`src/pbrd_pkg.sv`:
```
// pbrd_pkg: types and constants shared by the pulse beat rate detector
// holds payload structs, controller/datapath command and status types
// no dependencies
package pbrd_pkg;

  localparam int unsigned SAMPLE_W = 10;
  localparam int unsigned TIME_W   = 32;
  localparam int unsigned WIN_MS_W = 10;
  localparam int unsigned LIMIT_W  = 8;
  localparam int unsigned WSUM_W   = 26;
  localparam int unsigned WCNT_W   = 16;
  localparam int unsigned MEAN_W   = 16;
  localparam int unsigned LEVEL_W  = 16;
  localparam int unsigned RATE_W   = 16;

  // shared divider: 32-bit dividend, 36-bit divisor
  localparam int unsigned DIV_N_W  = 32;
  localparam int unsigned DIV_D_W  = 36;
  localparam int unsigned PAIR3_W  = 35;

  localparam logic [DIV_N_W-1:0]  RATE_NUM  = 32'd6000000;
  localparam logic [WCNT_W-1:0]   COUNT_MAX = 16'hFFFF;
  localparam logic [LIMIT_W-1:0]  RISE_MAX  = 8'hFF;
  localparam logic [RATE_W-1:0]   RATE_MAX  = 16'hFFFF;

  localparam logic [WIN_MS_W-1:0] WIN_MS_RESET  = 10'd20;
  localparam logic [LIMIT_W-1:0]  RISE_LIM_RESET = 8'd4;

  // register index decoded from paddr[2]
  localparam logic REG_WINDOW_MS  = 1'b0;
  localparam logic REG_RISE_LIMIT = 1'b1;

  typedef struct packed {
    logic [SAMPLE_W-1:0] adc_sample;
    logic [TIME_W-1:0]   time_ms;
  } in_item_t;

  typedef struct packed {
    logic [LEVEL_W-1:0] smoothed_level;
    logic               curve_rising;
    logic               beat_found;
    logic [RATE_W-1:0]  rate_tenths_bpm;
  } out_item_t;

  typedef struct packed {
    logic [WIN_MS_W-1:0] window_ms;
    logic [LIMIT_W-1:0]  rise_limit;
  } cfg_t;

  typedef enum logic [1:0] {
    DIV_MEAN,
    DIV_RATE
  } div_op_e;

  typedef struct packed {
    logic    take_in;
    logic    div_start;
    div_op_e div_op;
    logic    hist_upd;
    logic    prep_rate;
    logic    load_out;
  } cmd_t;

  typedef struct packed {
    logic win_close;
    logic beat;
    logic div_done;
    logic out_free;
  } sts_t;

  typedef enum logic [3:0] {
    ST_IDLE,
    ST_EVAL,
    ST_MEAN_GO,
    ST_MEAN_WAIT,
    ST_HIST,
    ST_PREP,
    ST_RATE_GO,
    ST_RATE_WAIT,
    ST_PUSH
  } ctrl_state_e;

endpackage

```
`src/pulse_beat_rate_detector_core.sv`:
```
// Pulse beat rate detector, top level.
// Input channel (in_valid_i/in_ready_o/in_data_i) carries timestamped pulse
// sensor samples; each transfer adds the sample to the current window unless its count is full.
// Output channel (out_valid_o/out_ready_i/out_data_o) carries one result per
// closed window: smoothed level, rising flag, beat flag and the heart rate in
// tenths of bpm (zero when no beat).
// A sample that keeps the window open is only evaluated. A closing sample
// goes on to the mean division, the history update and, when it flags a beat,
// the rate division: both use one shared restoring divider that retires one
// quotient bit per cycle; the smoothed level is a reciprocal multiply.
// Results sit in an output register, so the next sample is taken while a
// result waits; if the receiver stalls and a second result is ready, the block
// holds it and takes no further sample until the register frees up.
// Reset clears all window, history and beat state and sets window_ms to 20
// and rise_limit to 4. Registers sit on the APB port at 0x0 (window_ms) and
// 0x4 (rise_limit); write them only while the block is idle.
// Depends on pbrd_pkg, pbrd_ctrl, pbrd_datapath and pbrd_divider.
module pulse_beat_rate_detector_core
  import pbrd_pkg::*;
#(
  parameter int unsigned AVG_DEPTH = 4
) (
  input  logic        clk_i,
  input  logic        rst_ni,
  input  logic        in_valid_i,
  output logic        in_ready_o,
  input  in_item_t    in_data_i,
  output logic        out_valid_o,
  input  logic        out_ready_i,
  output out_item_t   out_data_o,
  input  logic        psel,
  input  logic        penable,
  input  logic        pwrite,
  input  logic [2:0]  paddr,
  input  logic [31:0] pwdata,
  output logic [31:0] prdata,
  output logic        pready
);

  cfg_t cfg_q;
  cmd_t cmd;
  sts_t sts;
  logic cfg_wr;

  assign pready = 1'b1;
  assign cfg_wr = psel && penable && pwrite;

  // registers are word aligned, paddr[2] picks one
  always_ff @(posedge clk_i or negedge rst_ni) begin
    if (!rst_ni) begin
      cfg_q.window_ms  <= WIN_MS_RESET;
      cfg_q.rise_limit <= RISE_LIM_RESET;
    end else if (cfg_wr) begin
      case (paddr[2])
        REG_WINDOW_MS:  cfg_q.window_ms  <= pwdata[WIN_MS_W-1:0];
        REG_RISE_LIMIT: cfg_q.rise_limit <= pwdata[LIMIT_W-1:0];
        default: begin
        end
      endcase
    end
  end

  always_comb begin
    case (paddr[2])
      REG_WINDOW_MS:  prdata = 32'(cfg_q.window_ms);
      REG_RISE_LIMIT: prdata = 32'(cfg_q.rise_limit);
      default:        prdata = '0;
    endcase
  end

  pbrd_ctrl u_ctrl (
    .clk_i      (clk_i),
    .rst_ni     (rst_ni),
    .in_valid_i (in_valid_i),
    .in_ready_o (in_ready_o),
    .sts_i      (sts),
    .cmd_o      (cmd)
  );

  pbrd_datapath #(
    .AVG_DEPTH (AVG_DEPTH)
  ) u_dp (
    .clk_i       (clk_i),
    .rst_ni      (rst_ni),
    .cfg_i       (cfg_q),
    .in_data_i   (in_data_i),
    .out_ready_i (out_ready_i),
    .out_valid_o (out_valid_o),
    .out_data_o  (out_data_o),
    .cmd_i       (cmd),
    .sts_o       (sts)
  );

endmodule

```
`src/pbrd_divider.sv`:
```
// pbrd_divider: restoring divider, one quotient bit per cycle
// depends on pbrd_pkg for widths
module pbrd_divider
  import pbrd_pkg::*;
(
  input  logic               clk_i,
  input  logic               rst_ni,
  input  logic               start_i,
  input  logic [DIV_N_W-1:0] dividend_i,
  input  logic [DIV_D_W-1:0] divisor_i,
  output logic               done_o,
  output logic [DIV_N_W-1:0] quotient_o
);

  localparam int unsigned CNT_W = $clog2(DIV_N_W);

  logic               busy_q;
  logic               done_q;
  logic [CNT_W-1:0]   cnt_q;
  logic [DIV_D_W-1:0] rem_q,  rem_d;
  logic [DIV_N_W-1:0] quo_q,  quo_d;
  logic [DIV_D_W-1:0] dsr_q;
  logic [DIV_D_W:0]   trial;
  logic               fits;

  always_comb begin
    trial = {rem_q, quo_q[DIV_N_W-1]};
    fits  = (trial >= {1'b0, dsr_q});
    if (fits) begin
      rem_d = DIV_D_W'(trial - {1'b0, dsr_q});
    end else begin
      rem_d = trial[DIV_D_W-1:0];
    end
    quo_d = {quo_q[DIV_N_W-2:0], fits};
  end

  always_ff @(posedge clk_i or negedge rst_ni) begin
    if (!rst_ni) begin
      busy_q <= 1'b0;
      done_q <= 1'b0;
      cnt_q  <= '0;
    end else begin
      done_q <= 1'b0;
      if (start_i) begin
        busy_q <= 1'b1;
        cnt_q  <= '0;
      end else if (busy_q) begin
        cnt_q <= cnt_q + 1'b1;
        if (cnt_q == CNT_W'(DIV_N_W - 1)) begin
          busy_q <= 1'b0;
          done_q <= 1'b1;
        end
      end
    end
  end

  always_ff @(posedge clk_i) begin
    if (start_i) begin
      rem_q <= '0;
      quo_q <= dividend_i;
      dsr_q <= divisor_i;
    end else if (busy_q) begin
      rem_q <= rem_d;
      quo_q <= quo_d;
    end
  end

  assign done_o     = done_q;
  assign quotient_o = quo_q;

endmodule

```
`src/pbrd_datapath.sv`:
```
// pbrd_datapath: window accumulation, history ring, beat logic, output register
// depends on pbrd_pkg and pbrd_divider
module pbrd_datapath
  import pbrd_pkg::*;
#(
  parameter int unsigned AVG_DEPTH = 4
) (
  input  logic      clk_i,
  input  logic      rst_ni,
  input  cfg_t      cfg_i,
  input  in_item_t  in_data_i,
  input  logic      out_ready_i,
  output logic      out_valid_o,
  output out_item_t out_data_o,
  input  cmd_t      cmd_i,
  output sts_t      sts_o
);

  localparam int unsigned PTR_W = $clog2(AVG_DEPTH);
  localparam int unsigned SUM_W = MEAN_W + $clog2(AVG_DEPTH);

  // level = hsum / AVG_DEPTH as a multiply by a rounded-up reciprocal, exact over SUM_W bits
  localparam int unsigned RCP_S  = SUM_W + $clog2(AVG_DEPTH);
  localparam int unsigned PROD_W = SUM_W + RCP_S;
  localparam logic [RCP_S-1:0] RCP_M =
    RCP_S'(((64'd1 << RCP_S) + 64'(AVG_DEPTH) - 64'd1) / 64'(AVG_DEPTH));

  // window state
  logic                win_open_q;
  logic [TIME_W-1:0]   win_start_q;
  logic [WSUM_W-1:0]   win_sum_q;
  logic [WCNT_W-1:0]   win_cnt_q;
  logic                close_q;
  logic [TIME_W-1:0]   now_q;

  // history state
  logic [MEAN_W-1:0]   ring_q [AVG_DEPTH];
  logic [PTR_W-1:0]    ptr_q;
  logic [SUM_W-1:0]    hsum_q;
  logic [SUM_W-1:0]    hbase_q;
  logic [SUM_W-1:0]    prev_q;
  logic [LIMIT_W-1:0]  rise_cnt_q;
  logic                latch_q;
  logic                rising_q;
  logic                beat_q;

  // beat interval state
  logic [TIME_W-1:0]   beat_stamp_q;
  logic [TIME_W-1:0]   older_q;
  logic [TIME_W-1:0]   oldest_q;
  logic [PAIR3_W-1:0]  pair3_q;
  logic [DIV_D_W-1:0]  rate_div_q;

  logic [LEVEL_W-1:0]  level_q;
  logic [RATE_W-1:0]   rate_q;
  logic                out_valid_q;
  out_item_t           out_data_q;

  // divider hookup
  logic [DIV_N_W-1:0]  div_n;
  logic [DIV_D_W-1:0]  div_d;
  logic                div_done;
  logic [DIV_N_W-1:0]  div_q;

  // accept-time logic
  logic [TIME_W-1:0]   start_sel;
  logic [WSUM_W-1:0]   sum_sel;
  logic [WCNT_W-1:0]   cnt_sel;
  logic [TIME_W-1:0]   elapsed;
  logic                close_now;

  // history-time logic
  logic                rising;
  logic [LIMIT_W-1:0]  rise_inc;
  logic                beat;
  logic [TIME_W-1:0]   first;
  logic [TIME_W:0]     pair;
  logic [PROD_W-1:0]   level_prod;
  logic [LEVEL_W-1:0]  level;

  always_comb begin
    start_sel = win_open_q ? win_start_q : in_data_i.time_ms;
    sum_sel   = win_open_q ? win_sum_q : '0;
    cnt_sel   = win_open_q ? win_cnt_q : '0;
    elapsed   = in_data_i.time_ms - start_sel;
    close_now = (elapsed >= TIME_W'(cfg_i.window_ms));
  end

  always_ff @(posedge clk_i or negedge rst_ni) begin
    if (!rst_ni) begin
      win_open_q  <= 1'b0;
      win_start_q <= '0;
      win_sum_q   <= '0;
      win_cnt_q   <= '0;
      close_q     <= 1'b0;
      now_q       <= '0;
    end else if (cmd_i.take_in) begin
      win_open_q  <= !close_now;
      win_start_q <= start_sel;
      close_q     <= close_now;
      now_q       <= in_data_i.time_ms;
      // a full count freezes the window until it closes
      if (cnt_sel != COUNT_MAX) begin
        win_sum_q <= sum_sel + WSUM_W'(in_data_i.adc_sample);
        win_cnt_q <= cnt_sel + 1'b1;
      end else begin
        win_sum_q <= sum_sel;
        win_cnt_q <= cnt_sel;
      end
    end
  end

  // divider operand select
  always_comb begin
    case (cmd_i.div_op)
      DIV_MEAN: begin
        div_n = {win_sum_q, 6'b0};
        div_d = DIV_D_W'(win_cnt_q);
      end
      DIV_RATE: begin
        div_n = RATE_NUM;
        div_d = rate_div_q;
      end
      default: begin
        div_n = '0;
        div_d = '0;
      end
    endcase
  end

  pbrd_divider u_div (
    .clk_i      (clk_i),
    .rst_ni     (rst_ni),
    .start_i    (cmd_i.div_start),
    .dividend_i (div_n),
    .divisor_i  (div_d),
    .done_o     (div_done),
    .quotient_o (div_q)
  );

  always_comb begin
    rising     = (hsum_q > prev_q);
    rise_inc   = (rise_cnt_q != RISE_MAX) ? rise_cnt_q + 1'b1 : rise_cnt_q;
    beat       = rising && !latch_q && (rise_inc > cfg_i.rise_limit);
    first      = now_q - beat_stamp_q;
    pair       = {1'b0, older_q} + {1'b0, oldest_q};
    level_prod = PROD_W'(hsum_q) * PROD_W'(RCP_M);
    level      = level_prod[RCP_S +: LEVEL_W];
  end

  always_ff @(posedge clk_i or negedge rst_ni) begin
    if (!rst_ni) begin
      for (int i = 0; i < AVG_DEPTH; i++) begin
        ring_q[i] <= '0;
      end
      ptr_q        <= '0;
      hsum_q       <= '0;
      hbase_q      <= '0;
      prev_q       <= '0;
      rise_cnt_q   <= '0;
      latch_q      <= 1'b0;
      rising_q     <= 1'b0;
      beat_q       <= 1'b0;
      beat_stamp_q <= '0;
      older_q      <= '0;
      oldest_q     <= '0;
      pair3_q      <= '0;
      rate_div_q   <= '0;
      level_q      <= '0;
      rate_q       <= '0;
    end else begin
      // drop the entry about to be replaced while the mean is divided
      if (cmd_i.div_start && cmd_i.div_op == DIV_MEAN) begin
        hbase_q <= hsum_q - SUM_W'(ring_q[ptr_q]);
      end
      if (div_done) begin
        case (cmd_i.div_op)
          DIV_MEAN: begin
            ring_q[ptr_q] <= div_q[MEAN_W-1:0];
            hsum_q        <= hbase_q + SUM_W'(div_q[MEAN_W-1:0]);
          end
          DIV_RATE: begin
            if (rate_div_q == '0) begin
              rate_q <= '0;
            end else if (div_q > DIV_N_W'(RATE_MAX)) begin
              rate_q <= RATE_MAX;
            end else begin
              rate_q <= div_q[RATE_W-1:0];
            end
          end
          default: begin
          end
        endcase
      end
      if (cmd_i.hist_upd) begin
        rising_q <= rising;
        beat_q   <= beat;
        rate_q   <= '0;
        level_q  <= level;
        prev_q   <= hsum_q;
        ptr_q    <= (ptr_q == PTR_W'(AVG_DEPTH - 1)) ? '0 : ptr_q + 1'b1;
        if (rising) begin
          rise_cnt_q <= rise_inc;
        end else begin
          rise_cnt_q <= '0;
          latch_q    <= 1'b0;
        end
        if (beat) begin
          latch_q      <= 1'b1;
          beat_stamp_q <= now_q;
          older_q      <= first;
          oldest_q     <= older_q;
          rate_div_q   <= DIV_D_W'({first, 2'b0}) + DIV_D_W'(pair3_q);
        end
      end
      // 3 * (older + oldest) ready for the next beat
      if (cmd_i.prep_rate) begin
        pair3_q <= PAIR3_W'({pair, 1'b0}) + PAIR3_W'(pair);
      end
    end
  end

  always_ff @(posedge clk_i or negedge rst_ni) begin
    if (!rst_ni) begin
      out_valid_q <= 1'b0;
    end else if (cmd_i.load_out) begin
      out_valid_q <= 1'b1;
    end else if (out_ready_i) begin
      out_valid_q <= 1'b0;
    end
  end

  always_ff @(posedge clk_i) begin
    if (cmd_i.load_out) begin
      out_data_q.smoothed_level  <= level_q;
      out_data_q.curve_rising    <= rising_q;
      out_data_q.beat_found      <= beat_q;
      out_data_q.rate_tenths_bpm <= rate_q;
    end
  end

  assign out_valid_o     = out_valid_q;
  assign out_data_o      = out_data_q;
  assign sts_o.win_close = close_q;
  assign sts_o.beat      = beat_q;
  assign sts_o.div_done  = div_done;
  assign sts_o.out_free  = !out_valid_q || out_ready_i;

endmodule

```
`src/pbrd_ctrl.sv`:
```
// pbrd_ctrl: sequencing state machine for the pulse beat rate detector
// depends on pbrd_pkg for the state, command and status types
module pbrd_ctrl
  import pbrd_pkg::*;
(
  input  logic clk_i,
  input  logic rst_ni,
  input  logic in_valid_i,
  output logic in_ready_o,
  input  sts_t sts_i,
  output cmd_t cmd_o
);

  ctrl_state_e state_q, state_d;

  always_ff @(posedge clk_i or negedge rst_ni) begin
    if (!rst_ni) begin
      state_q <= ST_IDLE;
    end else begin
      state_q <= state_d;
    end
  end

  always_comb begin
    state_d    = state_q;
    in_ready_o = 1'b0;
    cmd_o      = '{take_in: 1'b0, div_start: 1'b0, div_op: DIV_MEAN,
                   hist_upd: 1'b0, prep_rate: 1'b0, load_out: 1'b0};
    case (state_q)
      ST_IDLE: begin
        in_ready_o    = 1'b1;
        cmd_o.take_in = in_valid_i;
        if (in_valid_i) begin
          state_d = ST_EVAL;
        end
      end
      ST_EVAL: begin
        state_d = sts_i.win_close ? ST_MEAN_GO : ST_IDLE;
      end
      ST_MEAN_GO: begin
        cmd_o.div_start = 1'b1;
        cmd_o.div_op    = DIV_MEAN;
        state_d         = ST_MEAN_WAIT;
      end
      ST_MEAN_WAIT: begin
        cmd_o.div_op = DIV_MEAN;
        if (sts_i.div_done) begin
          state_d = ST_HIST;
        end
      end
      ST_HIST: begin
        cmd_o.hist_upd = 1'b1;
        state_d        = ST_PREP;
      end
      ST_PREP: begin
        cmd_o.prep_rate = 1'b1;
        state_d         = sts_i.beat ? ST_RATE_GO : ST_PUSH;
      end
      ST_RATE_GO: begin
        cmd_o.div_start = 1'b1;
        cmd_o.div_op    = DIV_RATE;
        state_d         = ST_RATE_WAIT;
      end
      ST_RATE_WAIT: begin
        cmd_o.div_op = DIV_RATE;
        if (sts_i.div_done) begin
          state_d = ST_PUSH;
        end
      end
      ST_PUSH: begin
        if (sts_i.out_free) begin
          cmd_o.load_out = 1'b1;
          state_d        = ST_IDLE;
        end
      end
      default: begin
        state_d = ST_IDLE;
      end
    endcase
  end

endmodule
```
`config.mk`:
```
export PLATFORM = sky130hd
export DESIGN_NAME = pulse_beat_rate_detector_core
export DESIGN_NICKNAME = d
export VERILOG_FILES = /design/src/pbrd_pkg.sv /design/src/pulse_beat_rate_detector_core.sv /design/src/pbrd_divider.sv /design/src/pbrd_datapath.sv /design/src/pbrd_ctrl.sv
export SDC_FILE = /design/constraint.sdc
export NUM_CORES = 1
export LEC_CHECK = 0
export ABC_AREA = 1
export ABC_CLOCK_PERIOD_IN_PS = 4240
export BUFFER_PORTS_ARGS = -buffer_cell sky130_fd_sc_hd__buf_2
export CORE_MARGIN = 3
export CORE_UTILIZATION = 35
export DETAILED_ROUTE_END_ITERATION = 10
export SKIP_CTS_REPAIR_TIMING = 1
export SLEW_MARGIN = 20
export SYNTH_ARGS = -nofsm -noshare
export SYNTH_HDL_FRONTEND = slang
export SYNTH_SLANG_ARGS = --single-unit
```
`constraint.sdc`:
```
create_clock -name clk_i -period 4.24 [get_ports clk_i]
set_input_delay 0.212 -clock clk_i [delete_from_list [all_inputs] [get_ports clk_i]]
set_output_delay 0.212 -clock clk_i [all_outputs]
set_load 0.1 [all_outputs]
```
# After elaboration in Yosys (flattened, before gate mapping)

Cells that the tools add are included.

Flip-flop bits (word level): 606
Bits of input ports: 84
Output and inout bits: 69

Add/sub/neg operators: 13
Order comparisons: 7
Equality and inequality tests: 18
Multiplexer cells: 52
Bitwise operators: 2
Reductions and logical operators: 26

Operators with widths:

| kind                                                 | number |
|---|---|
| 2-to-1 mux 16 bit                                    | 10 |
| one-hot mux 32 bit (2 select lines)                  | 2 |
| 2-to-1 mux 32 bit                                    | 3 |
| one-hot mux 36 bit (2 select lines)                  | 1 |
| bitwise mux 64 bit                                   | 1 |
| subtractor 32 bit                                    | 2 |
| 2-to-1 mux 26 bit                                    | 2 |
| >= comparator 37 x 36 -> 1 bit                       | 1 |
| adder 34 x 35 -> 36 bit                              | 1 |
| logical NOT 36 bit                                   | 1 |
| 2-to-1 mux 36 bit                                    | 1 |
| one-hot mux 4 bit (9 select lines)                   | 1 |
| subtractor 36 bit                                    | 1 |
| adder 34 x 33 -> 35 bit                              | 1 |
| adder 32 x 32 -> 33 bit                              | 1 |
| binary-select mux 16 bit (select 2 bit)              | 1 |
| demux 16 bit (select 2 bit)                          | 1 |
| >= comparator 32 x 10 -> 1 bit                       | 1 |
| > comparator 32 x 16 -> 1 bit, second input constant | 1 |
| adder 26 x 10 -> 26 bit                              | 1 |
| 2-to-1 mux 4 bit                                     | 5 |
| adder 18 x 16 -> 18 bit                              | 1 |
| > comparator 18 bit                                  | 1 |
| 2-to-1 mux 1 bit                                     | 18 |
| 33 further kinds                                     | 59 |

# Longest topological paths before layout

Word-level depth: 7
Depth in mapped cells: 28
Gate-level depth less buffers: 28

# Hierarchy

A second synthesis with hierarchy kept.

Cell total of the unflattened synthesis: 5298
Area, all modules: 39471.6 um^2

By module, submodules not included:

| module                        | instances | cells each | area an instance (um^2) |
|---|---|---|---|
| pbrd_datapath                 | 1         | 4054       | 30663.2 |
| pbrd_divider                  | 1         | 1054       | 7423.4 |
| pulse_beat_rate_detector_core | 1         | 135        | 1039.7 |
| pbrd_ctrl                     | 1         | 55         | 345.3 |

# Worst setup path before layout

Ideal clock, no wire load.

Path kind: register to register
Start point: reg u_dp.now_q[0]
End point: reg u_dp.rate_div_q[32]
Setup time: 0.083 ns
Data arrival time: 3.457 ns
Required time: 4.157 ns
Setup slack: 0.700 ns
Stages on the path, launching flop included: 21
Clock period less this slack: 3.540 ns
Cells stage by stage: dfrtp_1 -> inv_1 -> ha_1 -> inv_1 -> fa_1 -> a21oi_1 -> o21bai_1 -> a21oi_1 -> inv_1 -> a21oi_1 -> o21ai_0 -> xor2_1 -> ha_1 -> nand2_1 -> inv_1 -> a21oi_1 -> o21ai_0 -> a2111oi_0 -> nand2_1 -> xor2_1 -> o21ai_0

Word-level cells in the longest chain between the ends: 2

Ends and longest elaborated chain:

| element                  | line                 | source |
|---|---|---|
| from (decl)              | pbrd_datapath.sv:34  | `logic [TIME_W-1:0] now_q;` |
| from (signal assigned)   | pbrd_datapath.sv:101 | `now_q <= in_data_i.time_ms;` |
| subtractor 32 bit        | pbrd_datapath.sv:145 | `first = now_q - beat_stamp_q;` |
| named net u_dp.first[16] | pbrd_datapath.sv:76  | `logic [TIME_W-1:0] first;` |
| adder 34 x 35 -> 36 bit  | pbrd_datapath.sv:213 | `rate_div_q <= DIV_D_W'({first, 2'b0}) + DIV_D_W'(pair3_q);` |
| to (signal assigned)     | pbrd_datapath.sv:213 |  |
| to (decl)                | pbrd_datapath.sv:52  | `logic [DIV_D_W-1:0] rate_div_q;` |

The timed path passes the listed nets, and every way through them passes these cells.
A chain may end at the register's enable or synchronous reset.

# Final worst setup path

Start point: reg u_dp.now_q[0]
End point: reg u_dp.rate_div_q[24]

Same word-level chain as after synthesis.

==> flow_results.org <==
** Worst hold path
- End point of the worst hold path :: u_dp.now_q[10]$_DFFE_PN0P_
- Along the worst hold path, the cell count comes to 3.
- In this run the most critical hold path is launched from in_data_i[10].
- The min-delay analysis places its worst path in the category input port to flip-flop.

** Synthesis
- Yosys mapped the design onto 66 distinct sky130hd cell types.
- Leading cell types by total area after synthesis :: sky130_fd_sc_hd__dfrtp_1 (30%), sky130_fd_sc_hd__nand2_1 (12%), sky130_fd_sc_hd__ha_1 (9.4%)
- Synthesized area divided by synthesized cell count :: 7.805 um2
- Leading area contributor after synthesis :: sky130_fd_sc_hd__dfrtp_1
- Summing the sequential cell areas from Yosys gives 40.40% of the chip area.
- Commonest register cell after synthesis :: sky130_fd_sc_hd__dfrtp_1
- Top cells by count, synth :: sky130_fd_sc_hd__nand2_1 (1211), sky130_fd_sc_hd__inv_1 (555), sky130_fd_sc_hd__o21ai_0 (532)
- Synthesis inferred slightly below 600 register bits.
- Yosys mapped a number of flops with a built-in enable equal to 102.
- During synthesis, Yosys emitted a total of 0 warnings.
- Most repeated cell in the gate-level netlist after synthesis :: sky130_fd_sc_hd__nand2_1
- Total standard cell area after synthesis :: 37370 um2
- Synthesis produced a netlist whose cell count is between 4k and 5k.
- Async set-reset flop share out of synthesis :: between 70 and 80%
- After synthesis, the largest area contributor takes up 30.07% of total cell area.

** Detailed routing
- For this block, the initial DRC count from the detailed router was 2002.
- Remaining antenna violation count after routing :: 0
- In the routed layout, each cell is associated on average with a via count of 4.960.
- Number of detailed-route iterations in the first pass :: 5
- Final wirelength :: 97750 um
- The routed layout has 31.83k vias.
- Drt wl/cell :: 15.23 um
- Post-route DRC :: 0

** Floorplan
- For this design the top-level I/O count stands at 153.
- After floorplanning, the core was sized to cover 105600 um2.
- After floorplanning, the core was divided into approximately 120 placement rows.
- Die width :: 332.8 um
- In this run the vertical extent of the chip is 332.8 um.
- Once the floorplan was initialized, standard cells occupied 35.40% of the core.
- Total Die Area :: 110700 um2

** Clock network
- Largest buffer count on any clock path :: 3
- Clock H-tree levels :: 3
- Worst-path clk slew :: roughly 0.06 ns
- CTS buffer count :: 70
- Clock insertion delay at the later pin of the skew report :: 0.65 ns
- TritonCTS built the clock tree.
- Clock root buffer :: sky130_fd_sc_hd__clkbuf_16
- Total clock sinks :: 590

** Global route
- Total global routing track utilization :: 17.31%
- Total grt overflow :: 0
- Wire length of the first global-routing pass :: about 160000 um
- Vias in the first global route :: 30.89k
- Largest net degree at the start of global routing :: 99
- Number of antenna violations at the first check in global routing :: 1

** STA
- The worst pin sits at a relative slew slack of 31.35%.
- The worst path meets setup with ~0.26 ns of slack.
- Finish-stage setup viols :: 0
- Tmin final :: 3.977 ns
- The clock arrives with 0.04284 ns of skew.
- Max Slew Vio Count :: 0
- For the pin with the worst max-slew slack, the measured transition is between 1 and 1.5 ns.
- Final hold analysis gives a worst-case slack of -0.01145 ns.
- The final critical path takes up between 90% and 100% of the cycle.
- Based on the critical path, the design can be clocked at up to 0.2515 GHz.
- Final-report hold violation count :: 1
- Setup repair after global routing could not meet its margin everywhere.

** Placement
- Number of placed cells counting well taps :: between 6k and 7k
- OpenSTA, run right after detailed placement, puts the worst setup slack at 0.01575 ns.
- Post-DP HPWL :: 74250 um
- The count of buffers added on input and output ports is 105.
- Last weighted congestion value of the routability-driven placer :: ~0.91

** Power
- Power spread over the standard cell area amounts to 628.2 nW/um2.
- Internal power comes to 15.24 mW.
- Power dissipated by switching net loads :: approximately 12 mW
- Switching Fraction :: 43.45%
- Total power after layout :: 26.96 mW
- Total leakage power :: 20.49 nW
- Of the total power, registers draw 28.7%.
- The clock network burns 23.3% of the power.
- Worst supply voltage drop on vdd :: 371.8 uV
- Combinational logic is responsible for 48.0% of the overall power.

** Critical path
- Critical Path Sink Type :: flip-flop
- At the worst endpoint, the arrival time is 4.47 ns.
- The critical path is of the flip-flop to flip-flop type.
- Worst flop-to-flop path startpoint :: u_dp.now_q[0]$_DFFE_PN0P_
- In this run the register-to-register setup slack is 0.26 ns.
- Of all nets on the critical path, the largest fanout is 5.
- In this run the critical register-to-register path is captured at u_dp.rate_div_q[24]$_DFFE_PN0P_.
- Type of element launching the critical path :: flip-flop
- WP data required :: between 4 and 5 ns
- Logic depth of the worst register-to-register path :: 21

** Final layout
- Area used by multi-input combinational logic :: 19760 um2
- Fraction of layout instances using a drive strength above 1 :: roughly 8.4%
- Leaving out filler cells and counting taps, the final layout contains 6417.
- The filler cells instantiated in the layout total approximately 11k.
- Footprint of the flip-flops and latches :: 15100 um2
- Final standard cell utilization of the core :: 40.65%
- After the last flow step, the layout net total stands at 5342.
- The area growth from synthesis to layout is 14.84%.

** Job
- The tool flagged a number of max-cap violations equal to 0.

** Outcome
- The flow ran to the end, but the final reports show violations.
- The checks that failed: negative hold slack.
-- power groups by stage --
stage | Clock, mW | Sequential [mW] | Combinational, mW
detailed placement | 0 | 7.83 | 12.7
global route | 6.67 | 7.86 | 14.5
floorplan | 0 | 7.62 | 8.89
CTS | 6.45 | 7.74 | 12.8
global placement | 0 | 7.80 | 12.6
finish | 6.27 | 7.75 | 12.9
-- registers in the layout, indices dropped and copies added (netlist names), 34 cells and up --
register,cells
u_dp.out_data_o,34
u_dp.pair3_q,35
u_dp.rate_div_q,36
u_dp.ring_q,64
u_dp.u_div.dsr_q,36
u_dp.u_div.rem_q,36
-- worst max-delay path, cell delays in order, from the launching register on --
cell,delay [ns]
sky130_fd_sc_hd__dfrtp_1,0.38
sky130_fd_sc_hd__inv_1,0.07
sky130_fd_sc_hd__ha_1,0.16
sky130_fd_sc_hd__inv_1,0.07
sky130_fd_sc_hd__fa_1,0.41
sky130_fd_sc_hd__a21oi_2,0.20
sky130_fd_sc_hd__o21bai_4,0.12
sky130_fd_sc_hd__a21oi_2,0.19
sky130_fd_sc_hd__inv_1,0.09
sky130_fd_sc_hd__a21oi_2,0.19
sky130_fd_sc_hd__o21ai_0,0.12
sky130_fd_sc_hd__xor2_1,0.16
sky130_fd_sc_hd__buf_4,0.17
sky130_fd_sc_hd__ha_1,0.32
sky130_fd_sc_hd__nand2_1,0.08
sky130_fd_sc_hd__buf_4,0.14
sky130_fd_sc_hd__buf_4,0.13
sky130_fd_sc_hd__nor2_1,0.22
sky130_fd_sc_hd__a21oi_1,0.14
sky130_fd_sc_hd__o21ai_0,0.22
sky130_fd_sc_hd__xnor2_1,0.17
sky130_fd_sc_hd__o21ai_0,0.10
-- metal layers --
metal  track usage [%]  routed length, um  vias up
met1             23.54              46230    14843
met3             2.045               3584      149
met2             29.16              45360      557
met5                 0                  0        -
met4             4.748               2583        0
li1                  -                  -    16280
-- metrics by stage --
step / cell area [um2] / TNS, ns
global placement: 39810 / 0
CTS: 42230 / -0.008395
finish: 42910 / 0
floorplan: 37450 / 0
detailed placement: 39810 / 0
global route: 42910 / -0.04872
-- area by class of cell --
cell class              instances  share of cell area, %
diodes                          1               0.005831
clock buffers                  92                  4.510
clock inverters                37                  1.140
inverters                     567                  4.974
multi-input cells            3494                  46.04
flip-flops and latches        590                  35.18
well taps                    1391                  4.056
repair buffers                245                  4.094
-- worst max path at each step --
stage                                   start                              end  depth (start not counted)
floorplan           u_dp.now_q[0]$_DFFE_PN0P_  u_dp.rate_div_q[32]$_DFFE_PN0P_                         20
global placement    u_dp.now_q[4]$_DFFE_PN0P_  u_dp.rate_div_q[32]$_DFFE_PN0P_                         21
detailed placement  u_dp.now_q[4]$_DFFE_PN0P_  u_dp.rate_div_q[32]$_DFFE_PN0P_                         21
CTS                 u_dp.now_q[4]$_DFFE_PN0P_  u_dp.rate_div_q[32]$_DFFE_PN0P_                         21
global route        u_dp.now_q[0]$_DFFE_PN0P_  u_dp.rate_div_q[34]$_DFFE_PN0P_                         24
finish              u_dp.now_q[0]$_DFFE_PN0P_  u_dp.rate_div_q[24]$_DFFE_PN0P_                         21
-- cell families after synthesis --
| kind of cell | after synthesis | share of synthesized area [%] |
|---|---|---|
| compound gates | 1102 | 16.52 |
| xor+xnor | 223 | 5.226 |
| fa+ha+maj | 290 | 9.891 |
| buf+inv | 725 | 7.614 |
| flops | 590 | 40.40 |
| other cells | 2 | 0.02010 |
| simple gates | 1856 | 20.33 |
-- cells in the final DEF (no fill, tap or decap), drive strengths merged, types with 11 or more instances in the layout --
cell type    count
nand4           52
nor3            49
dlygate4sd3     43
a31oi           37
o22ai           23
a21oi          298
nor2           330
edfxtp         102
nand2         1223
a21boi          14
buf            202
o21ai          560
o31ai           26
a21o            22
ha             281
conb            23
clkbuf          92
xnor2           92
nor4            26
clkinv          27
inv            564
o21a            14
xor2           131
o21bai          15
a32o            14
nand3          154
o211ai          42
or2             11
dfrtp          449
dfxtp           36
Power figures use the tool's default switching activity.
